===== src/rtl/slcg_pkg.sv =====
package slcg_pkg;

  localparam int unsigned VALUE_W = 31;
  localparam int unsigned STATE_W = 32;
  localparam int unsigned MUL_W   = 15;
  localparam int unsigned PROD_W  = STATE_W + MUL_W;

  localparam logic [MUL_W-1:0]   LCG_MUL = MUL_W'(16807);
  localparam logic [VALUE_W-1:0] LCG_MOD = 31'h7FFF_FFFF;
  localparam logic [VALUE_W-1:0] DEV_MAX = VALUE_W'(2147483389);

  localparam int unsigned WARM_EXTRA = 8;

  typedef logic [VALUE_W-1:0] value_t;

endpackage


===== src/rtl/slcg_step.sv =====
module slcg_step (
  input  logic                          clk_i,
  input  logic [slcg_pkg::STATE_W-1:0]  x_i,
  output slcg_pkg::value_t              y_o
);

  localparam int unsigned HI_W = slcg_pkg::PROD_W - slcg_pkg::VALUE_W;

  logic [slcg_pkg::PROD_W-1:0]  prod_q;
  logic [slcg_pkg::STATE_W-1:0] sum;
  logic [slcg_pkg::STATE_W-1:0] red;

  always_ff @(posedge clk_i) begin
    prod_q <= {{slcg_pkg::MUL_W{1'b0}}, x_i} *
              {{slcg_pkg::STATE_W{1'b0}}, slcg_pkg::LCG_MUL};
  end

  // 2^31 is 1 modulo 2^31-1, so fold the high part onto the low part
  always_comb begin
    sum = {1'b0, prod_q[slcg_pkg::VALUE_W-1:0]} +
          {{(slcg_pkg::STATE_W - HI_W){1'b0}}, prod_q[slcg_pkg::PROD_W-1:slcg_pkg::VALUE_W]};
    if (sum >= {1'b0, slcg_pkg::LCG_MOD}) begin
      red = sum - {1'b0, slcg_pkg::LCG_MOD};
    end else begin
      red = sum;
    end
  end

  assign y_o = red[slcg_pkg::VALUE_W-1:0];

endmodule


===== src/rtl/shuffled_lcg_random_generator_top.sv =====
// a draw steps through the multiply, reduce, index and output states after the request,
// holding in the output state until the output register is free; no new request is taken
// before then. A draw after a non-positive seed write, or before the table is filled,
// first runs TableEntries+8 generator steps; 16807 multiply and table read are registered
// reset: generator state -1, previous pick 0 (table empty), no result pending;
// the shuffle table is not cleared, the first draw always refills it
module shuffled_lcg_random_generator_top #(
  parameter int unsigned TableEntries = 32
) (
  input  logic        clk_i,
  input  logic        rst_ni,
  input  logic        cfg_wr_en_i,
  input  logic [31:0] cfg_wr_data_i,   // seed_value
  input  logic        s_axis_tvalid_i,
  output logic        s_axis_tready_o,
  input  logic [7:0]  s_axis_tdata_i,  // [0] draw_request, [7:1] zero
  output logic        m_axis_tvalid_o,
  input  logic        m_axis_tready_i,
  output logic [31:0] m_axis_tdata_o   // [30:0] deviate, [31] zero
);

  localparam int unsigned IW = $clog2(TableEntries);
  localparam int unsigned QW = IW + 1;
  localparam int unsigned CW = $clog2(TableEntries + slcg_pkg::WARM_EXTRA);
  localparam int unsigned PW = slcg_pkg::VALUE_W + QW;
  localparam int unsigned MW = slcg_pkg::VALUE_W + 2;
  localparam longint unsigned Bucket = 1 + (2147483647 - 1) / TableEntries;

  localparam logic [2:0] ST_IDLE = 3'd0;
  localparam logic [2:0] ST_WMUL = 3'd1;
  localparam logic [2:0] ST_WRED = 3'd2;
  localparam logic [2:0] ST_DMUL = 3'd3;
  localparam logic [2:0] ST_DRED = 3'd4;
  localparam logic [2:0] ST_DIDX = 3'd5;
  localparam logic [2:0] ST_DOUT = 3'd6;

  logic [2:0]                   fsm_q, fsm_d;
  logic [slcg_pkg::STATE_W-1:0] state_q, state_d;
  slcg_pkg::value_t             pick_q, pick_d;
  logic [CW-1:0]                cnt_q, cnt_d;
  logic                         out_valid_q, out_valid_d;
  slcg_pkg::value_t             out_data_q;
  logic [QW-1:0]                q0_q;
  logic [MW-1:0]                m_q;
  logic [IW-1:0]                idx_q;

  slcg_pkg::value_t             step_y;
  slcg_pkg::value_t             mem [TableEntries];
  slcg_pkg::value_t             rdata_q;

  logic                         wr_en;
  logic [IW-1:0]                wr_addr;
  slcg_pkg::value_t             wr_data;
  logic                         rd_en;
  logic [IW-1:0]                idx;
  logic [QW-1:0]                q;
  logic [PW-1:0]                pn;
  logic [MW-1:0]                pick_ext;
  logic                         accept;
  logic                         warm_needed;
  logic                         out_free;
  logic                         out_load;

  slcg_step u_step (
    .clk_i (clk_i),
    .x_i   (state_q),
    .y_o   (step_y)
  );

  assign accept      = s_axis_tvalid_i && s_axis_tready_o;
  assign warm_needed = ($signed(state_q) <= 0) || (pick_q == '0);
  assign out_free    = !out_valid_q || m_axis_tready_i;
  assign out_load    = (fsm_q == ST_DOUT) && out_free;

  assign pn       = {{QW{1'b0}}, pick_q} * PW'(TableEntries);
  assign pick_ext = {2'b00, pick_q};

  // quotient estimate is off by at most one, correct it against the bucket size
  always_comb begin
    if (m_q > pick_ext) begin
      q = q0_q - QW'(1);
    end else if (m_q + MW'(Bucket) <= pick_ext) begin
      q = q0_q + QW'(1);
    end else begin
      q = q0_q;
    end
    if (q >= QW'(TableEntries)) begin
      idx = IW'(TableEntries - 1);
    end else begin
      idx = q[IW-1:0];
    end
  end

  always_comb begin
    fsm_d       = fsm_q;
    state_d     = state_q;
    pick_d      = pick_q;
    cnt_d       = cnt_q;
    out_valid_d = out_valid_q;
    wr_en       = 1'b0;
    wr_addr     = idx_q;
    wr_data     = state_q[slcg_pkg::VALUE_W-1:0];
    rd_en       = 1'b0;

    if (m_axis_tready_i) begin
      out_valid_d = 1'b0;
    end

    unique case (fsm_q)
      ST_IDLE: begin
        if (accept && s_axis_tdata_i[0]) begin
          if (warm_needed) begin
            if ($signed(state_q) < 0) begin
              state_d = -state_q;
            end else begin
              state_d = slcg_pkg::STATE_W'(1);
            end
            cnt_d = CW'(TableEntries + slcg_pkg::WARM_EXTRA - 1);
            fsm_d = ST_WMUL;
          end else begin
            fsm_d = ST_DMUL;
          end
        end
      end
      ST_WMUL: begin
        fsm_d = ST_WRED;
      end
      ST_WRED: begin
        state_d = {1'b0, step_y};
        if (cnt_q < CW'(TableEntries)) begin
          wr_en   = 1'b1;
          wr_addr = cnt_q[IW-1:0];
          wr_data = step_y;
        end
        if (cnt_q == '0) begin
          pick_d = step_y;
          fsm_d  = ST_DMUL;
        end else begin
          cnt_d = cnt_q - CW'(1);
          fsm_d = ST_WMUL;
        end
      end
      ST_DMUL: begin
        fsm_d = ST_DRED;
      end
      ST_DRED: begin
        state_d = {1'b0, step_y};
        fsm_d   = ST_DIDX;
      end
      ST_DIDX: begin
        rd_en = 1'b1;
        fsm_d = ST_DOUT;
      end
      ST_DOUT: begin
        if (out_free) begin
          wr_en       = 1'b1;
          pick_d      = rdata_q;
          out_valid_d = 1'b1;
          fsm_d       = ST_IDLE;
        end
      end
      default: begin
        fsm_d = ST_IDLE;
      end
    endcase

    if (cfg_wr_en_i) begin
      state_d = cfg_wr_data_i;
    end
  end

  always_ff @(posedge clk_i or negedge rst_ni) begin
    if (!rst_ni) begin
      fsm_q       <= ST_IDLE;
      state_q     <= '1;
      pick_q      <= '0;
      cnt_q       <= '0;
      out_valid_q <= 1'b0;
    end else begin
      fsm_q       <= fsm_d;
      state_q     <= state_d;
      pick_q      <= pick_d;
      cnt_q       <= cnt_d;
      out_valid_q <= out_valid_d;
    end
  end

  always_ff @(posedge clk_i) begin
    if (fsm_q == ST_DMUL) begin
      q0_q <= pn[slcg_pkg::VALUE_W +: QW];
    end
    if (fsm_q == ST_DRED) begin
      m_q <= {{(MW - QW){1'b0}}, q0_q} * MW'(Bucket);
    end
    if (rd_en) begin
      idx_q <= idx;
    end
    if (out_load) begin
      if (rdata_q > slcg_pkg::DEV_MAX) begin
        out_data_q <= slcg_pkg::DEV_MAX;
      end else begin
        out_data_q <= rdata_q;
      end
    end
  end

  // shuffle table
  always_ff @(posedge clk_i) begin
    if (wr_en) begin
      mem[wr_addr] <= wr_data;
    end
    if (rd_en) begin
      rdata_q <= mem[idx];
    end
  end

  assign s_axis_tready_o = (fsm_q == ST_IDLE);
  assign m_axis_tvalid_o = out_valid_q;
  assign m_axis_tdata_o  = {1'b0, out_data_q};

endmodule

===== config.mk =====
export PLATFORM = sky130hd
export DESIGN_NAME = shuffled_lcg_random_generator_top
export DESIGN_NICKNAME = d
export VERILOG_FILES = /design/src/rtl/slcg_pkg.sv /design/src/rtl/slcg_step.sv /design/src/rtl/shuffled_lcg_random_generator_top.sv
export SDC_FILE = /design/constraint.sdc
export NUM_CORES = 2
export LEC_CHECK = 0
export BUFFER_PORTS_ARGS = -buffer_cell sky130_fd_sc_hd__buf_4
export CORE_AREA = 2 2 412 414
export DETAILED_ROUTE_END_ITERATION = 6
export DIE_AREA = 0 0 414 416
export HOLD_SLACK_MARGIN = 0.12
export PLACE_DENSITY_LB_ADDON = 0.1
export SLEW_MARGIN = 20
export SYNTH_ARGS = -nofsm -noshare
export SYNTH_HDL_FRONTEND = slang
export SYNTH_SLANG_ARGS = --single-unit

===== constraint.sdc =====
create_clock -name clk_i -period 6.5 [get_ports clk_i]
set_input_delay 0.325 -clock clk_i [delete_from_list [all_inputs] [get_ports clk_i]]
set_output_delay 0.325 -clock clk_i [all_outputs]
set_load 0.01 [all_outputs]

==> impl_table.tex <==
\begin{tabular}{lr}
\hline
Metric & Value \\
\hline
\multicolumn{2}{l}{\textbf{Status}} \\
Status & complete, no violations \\
\multicolumn{2}{l}{\textbf{Worst setup path}} \\
Type of element launching the critical path & register \\
Top cell by count, worst path & sky130\_fd\_sc\_hd\_\_inv\_1 \\
Cell-by-cell trace of the critical path & inv\_1 > fa\_1 > inv\_1 > ha\_1 > inv\_1 > fa\_1 > inv\_1 > ha\_4 > fa\_1 > inv\_1 > fa\_1 > inv\_2 > ha\_4 > and3\_4 > and3\_4 > a2111o\_1 > a21oi\_2 > buf\_4 > and3b\_2 > o211ai\_1 > a21o\_1 > a31oi\_2 > and3b\_1 > or3\_1 \\
Critical path data required time & 7.13 ns \\
Critical Path Max Stage Delay & 0.53 ns \\
Data arrival time of the worst path & 6.91 ns \\
Crit Path Class & register to register \\
Endpoint class of the critical path & register \\
Buf/Inv on CP & 7 \\
Biggest fanout along the worst timing path & 3 \\
Cell type group with the largest total delay on the critical path & adder cells \\
Worst-path cell with the longest stage delay & sky130\_fd\_sc\_hd\_\_dfstp\_2 \\
\multicolumn{2}{l}{\textbf{Logic synthesis}} \\
Post-synthesis instance area & 0.0584 mm\^{}2 \\
YS warnings & 0 \\
Post-Synth XOR/XNOR Area & 1.38\% \\
Primary flip-flop cell chosen by synthesis mapping & sky130\_fd\_sc\_hd\_\_edfxtp\_1 \\
Compound-cell area share of the yosys netlist & 10.9\% \\
Share of synthesized registers carrying an async set or reset & 6.14\% \\
Synth cell count leaders & sky130\_fd\_sc\_hd\_\_edfxtp\_1, sky130\_fd\_sc\_hd\_\_nand2\_1, sky130\_fd\_sc\_hd\_\_inv\_1 \\
Dominant cell type by area after synthesis & sky130\_fd\_sc\_hd\_\_edfxtp\_1 \\
Number of flops mapped to enable cells by yosys & 1069 \\
Post-synth net total & 5022 \\
Leading cell types by total area after synthesis & sky130\_fd\_sc\_hd\_\_edfxtp\_1, sky130\_fd\_sc\_hd\_\_ha\_1, sky130\_fd\_sc\_hd\_\_fa\_1 \\
Cell variety after synth & 82 \\
Top cell type's share of synthesized area & 54.9\% \\
Count leader, synth & sky130\_fd\_sc\_hd\_\_edfxtp\_1 \\
Fraction of the mapped netlist area in simple logic gates & 10.2\% \\
Main combinational cell family by area after synthesis & compound AO/OA/AOI/OAI gates \\
Fraction of the mapped netlist area in adder cells & 10.2\% \\
Post-synthesis sequential area ratio & 59.8\% \\
Cells after synthesis & 4584 \\
Post-synthesis mux area share & 3.68\% \\
Mean area per synthesized cell & 12.7 um\^{}2 \\
Flip-flop and latch count after synthesis & 1189 \\
\multicolumn{2}{l}{\textbf{Die}} \\
DIE AREA & 0.172 mm\^{}2 \\
Die Height & 416 um \\
X dimension of the die & 414 um \\
Number of core rows & 151 \\
Initial standard-cell utilization of the core & 34.7\% \\
Boundary pin count & 79 \\
Placeable core region & 0.168 mm\^{}2 \\
\multicolumn{2}{l}{\textbf{Layout}} \\
Fraction of layout instances using a drive strength above 1 & 14.8\% \\
Multi-input gate area & 0.0220 mm\^{}2 \\
Area growth from synthesis to final layout & 17.2\% \\
Layout fillers & 15900 \\
Number of standard cells in the layout, taps in and fillers out & 7167 \\
Area used by sequential logic in the layout & 0.0349 mm\^{}2 \\
Net count reported at finish & 5272 \\
\multicolumn{2}{l}{\textbf{Place}} \\
Cell total after placement & 6857 \\
Global placer's final weighted congestion & 0.869 \\
HPWL reported at the end of detailed placement & 127000 um \\
Buffers on Ports & 70 \\
\multicolumn{2}{l}{\textbf{Routing}} \\
Routed length per placed instance & 26.5 um \\
Post-detailed-routing wire length & 190000 um \\
Initial DRT Pass Iterations & 7 \\
Vias & 37900 \\
Number of vias per cell after detailed routing & 5.29 \\
Number of routed nets with antenna violations & 0 \\
Number of design-rule violations left by the first detailed-router iteration & 2655 \\
Remaining DRCs & 0 \\
\multicolumn{2}{l}{\textbf{Global routing}} \\
Number of antenna violations at the first check in global routing & 3 \\
Total congestion overflow & 0 \\
Total global routing track utilization & 21.9\% \\
Largest net degree at the start of global routing & 119 \\
Global-route wire length before repair & 274000 um \\
Vias in the first global route & 37800 \\
\multicolumn{2}{l}{\textbf{Clock tree}} \\
Clock Sinks & 1189 \\
Clock transition time at the flip-flop clock pins of the worst setup and hold paths & 0.06 ns \\
Number of CTS-inserted buffers & 137 \\
Maximum root-to-sink buffer count & 3 \\
TritonCTS clock tree & done \\
Clock Latency Late Sink & 0.80 ns \\
Clk Tree Root Cell & sky130\_fd\_sc\_hd\_\_clkbuf\_16 \\
Total number of H-tree levels & 4 \\
\multicolumn{2}{l}{\textbf{STA}} \\
Final period util & 96.6\% \\
Final setup violation count & 0 \\
Clock skew & 0.0525 ns \\
Highest attainable clock frequency & 159 MHz \\
Clock period minus worst slack & 6.28 ns \\
Hold Fails Final Rpt & 0 \\
Final-report max-slew violation count & 0 \\
Slew HR & 23.3\% \\
Worst-margin pin slew & 1.15 ns \\
\multicolumn{2}{l}{\textbf{Run}} \\
Number of maximum-capacitance violations & 0 \\
\multicolumn{2}{l}{\textbf{Min path}} \\
Worst min path class & primary input to register \\
\hline
\end{tabular}
## cells by family (layout without fill, tap and decap cells)
logic type,count (synthesis),in the layout
xor+xnor,92,92
other cells,1,5
simple gates,1221,1221
mux,207,207
compound gates,879,879
buf+inv,602,963
fa+ha+maj,393,393
flops,1189,1189
## what timing repair did
item | 4_1_cts | 5_1_grt
endpoints found under the hold margin | 77 | 0
hold buffers | 52 | 0
endpoints found under the setup margin | 6 | 11
resized for setup | 7 | 34
pin swaps | 3 | 17
setup buffers | 0 | 3
## placed cells by master (no fill, tap or decap), types with 35 or more instances in the layout
cell type	instances
sky130_fd_sc_hd__a21oi_1	104
sky130_fd_sc_hd__buf_4	309
sky130_fd_sc_hd__nor2_1	153
sky130_fd_sc_hd__nor4_1	48
sky130_fd_sc_hd__edfxtp_1	1069
sky130_fd_sc_hd__o211ai_1	87
sky130_fd_sc_hd__nor3_1	39
sky130_fd_sc_hd__ha_1	247
sky130_fd_sc_hd__inv_1	327
sky130_fd_sc_hd__nand4_1	55
sky130_fd_sc_hd__nor2b_1	195
sky130_fd_sc_hd__dlygate4sd3_1	52
sky130_fd_sc_hd__xnor2_1	63
sky130_fd_sc_hd__nor2_4	35
sky130_fd_sc_hd__dfxtp_1	47
sky130_fd_sc_hd__nand2_1	466
sky130_fd_sc_hd__clkbuf_16	139
sky130_fd_sc_hd__mux2_2	62
sky130_fd_sc_hd__fa_1	139
sky130_fd_sc_hd__nand3_1	80
sky130_fd_sc_hd__a311oi_1	124
sky130_fd_sc_hd__clkbuf_1	41
sky130_fd_sc_hd__dfrtp_1	41
sky130_fd_sc_hd__mux2i_1	145
sky130_fd_sc_hd__o21ai_0	63
sky130_fd_sc_hd__a211oi_1	267
## area by class of cell
cell class	instances	area share [%]
inverters	333	1.83
multi-input cells	2793	32.1
clock buffers	182	5.35
repair buffers	380	4.67
well taps	2218	4.05
clock inverters	68	1.02
diodes	4	0.0146
flip-flops and latches	1189	51.0
## per-layer routing
layer  vias up  global-route usage, %  wire [um]
met4         0                   7.16       6180
met3       249                   2.47       6530
met2       743                   37.8      94300
met1     19400                   28.7      83300
li1      17500                      -          -
met5         -                      0          0
## path summary, 6_finish.rpt
path | slack [ns] | start | endpoint | cells past startpoint
max in group asynchronous | 5.40 | rst_ni | pick_q[11] | 3
setup / recovery | 0.22 | state_q[8] | u_step.prod_q[39] | 24
setup reg to reg | 0.22 | state_q[8] | u_step.prod_q[39] | 24
hold / removal | 0.20 | cfg_wr_en_i | state_q[12] | 4
min in group asynchronous | 0.37 | rst_ni | state_q[8] | 2
hold reg to reg | 0.44 | pick_q[27] | q0_q[1] | 0
## tightest hold or removal path, cell delays in order
cell and delay, ns:
sky130_fd_sc_hd__buf_4 0.21, sky130_fd_sc_hd__nand2b_1 0.22, sky130_fd_sc_hd__o31ai_1 0.11, sky130_fd_sc_hd__o211ai_1 0.08
## registers in the layout, summed over array words and instances, names as in the netlist
name             flops
u_step.prod_q       47
mem                992
q0_q                 5
out_data_q          31
idx_q                5
rdata_q             31
state_q             32
pick_q              31
m_q                  5
m_axis_tvalid_o      1
fsm_q                3
cnt_q                6
## stage by stage
| step | setup WS (ns) | hold WS, ns | TNS [ns] | util [%] | cell area (um^2) |
|---|---|---|---|---|---|
| finish | 0.219 | 0.196 | 0 | 40.7 | 68500 |
| detailed placement | -0.102 | 0.439 | -0.208 | 37.7 | 63300 |
| global route | -0.0263 | 0.155 | -0.0263 | 40.7 | 68400 |
| CTS | 0.00575 | 0.146 | 0 | 40.6 | 68200 |
| global placement | -0.0467 | 0.438 | -0.0672 | 37.6 | 63300 |
| floorplan | 0.307 | 0.0294 | 0 | - | 58400 |
Power is not shown: default switching activity piles up to over one toggle a cycle in this logic, so the estimate is an artifact.
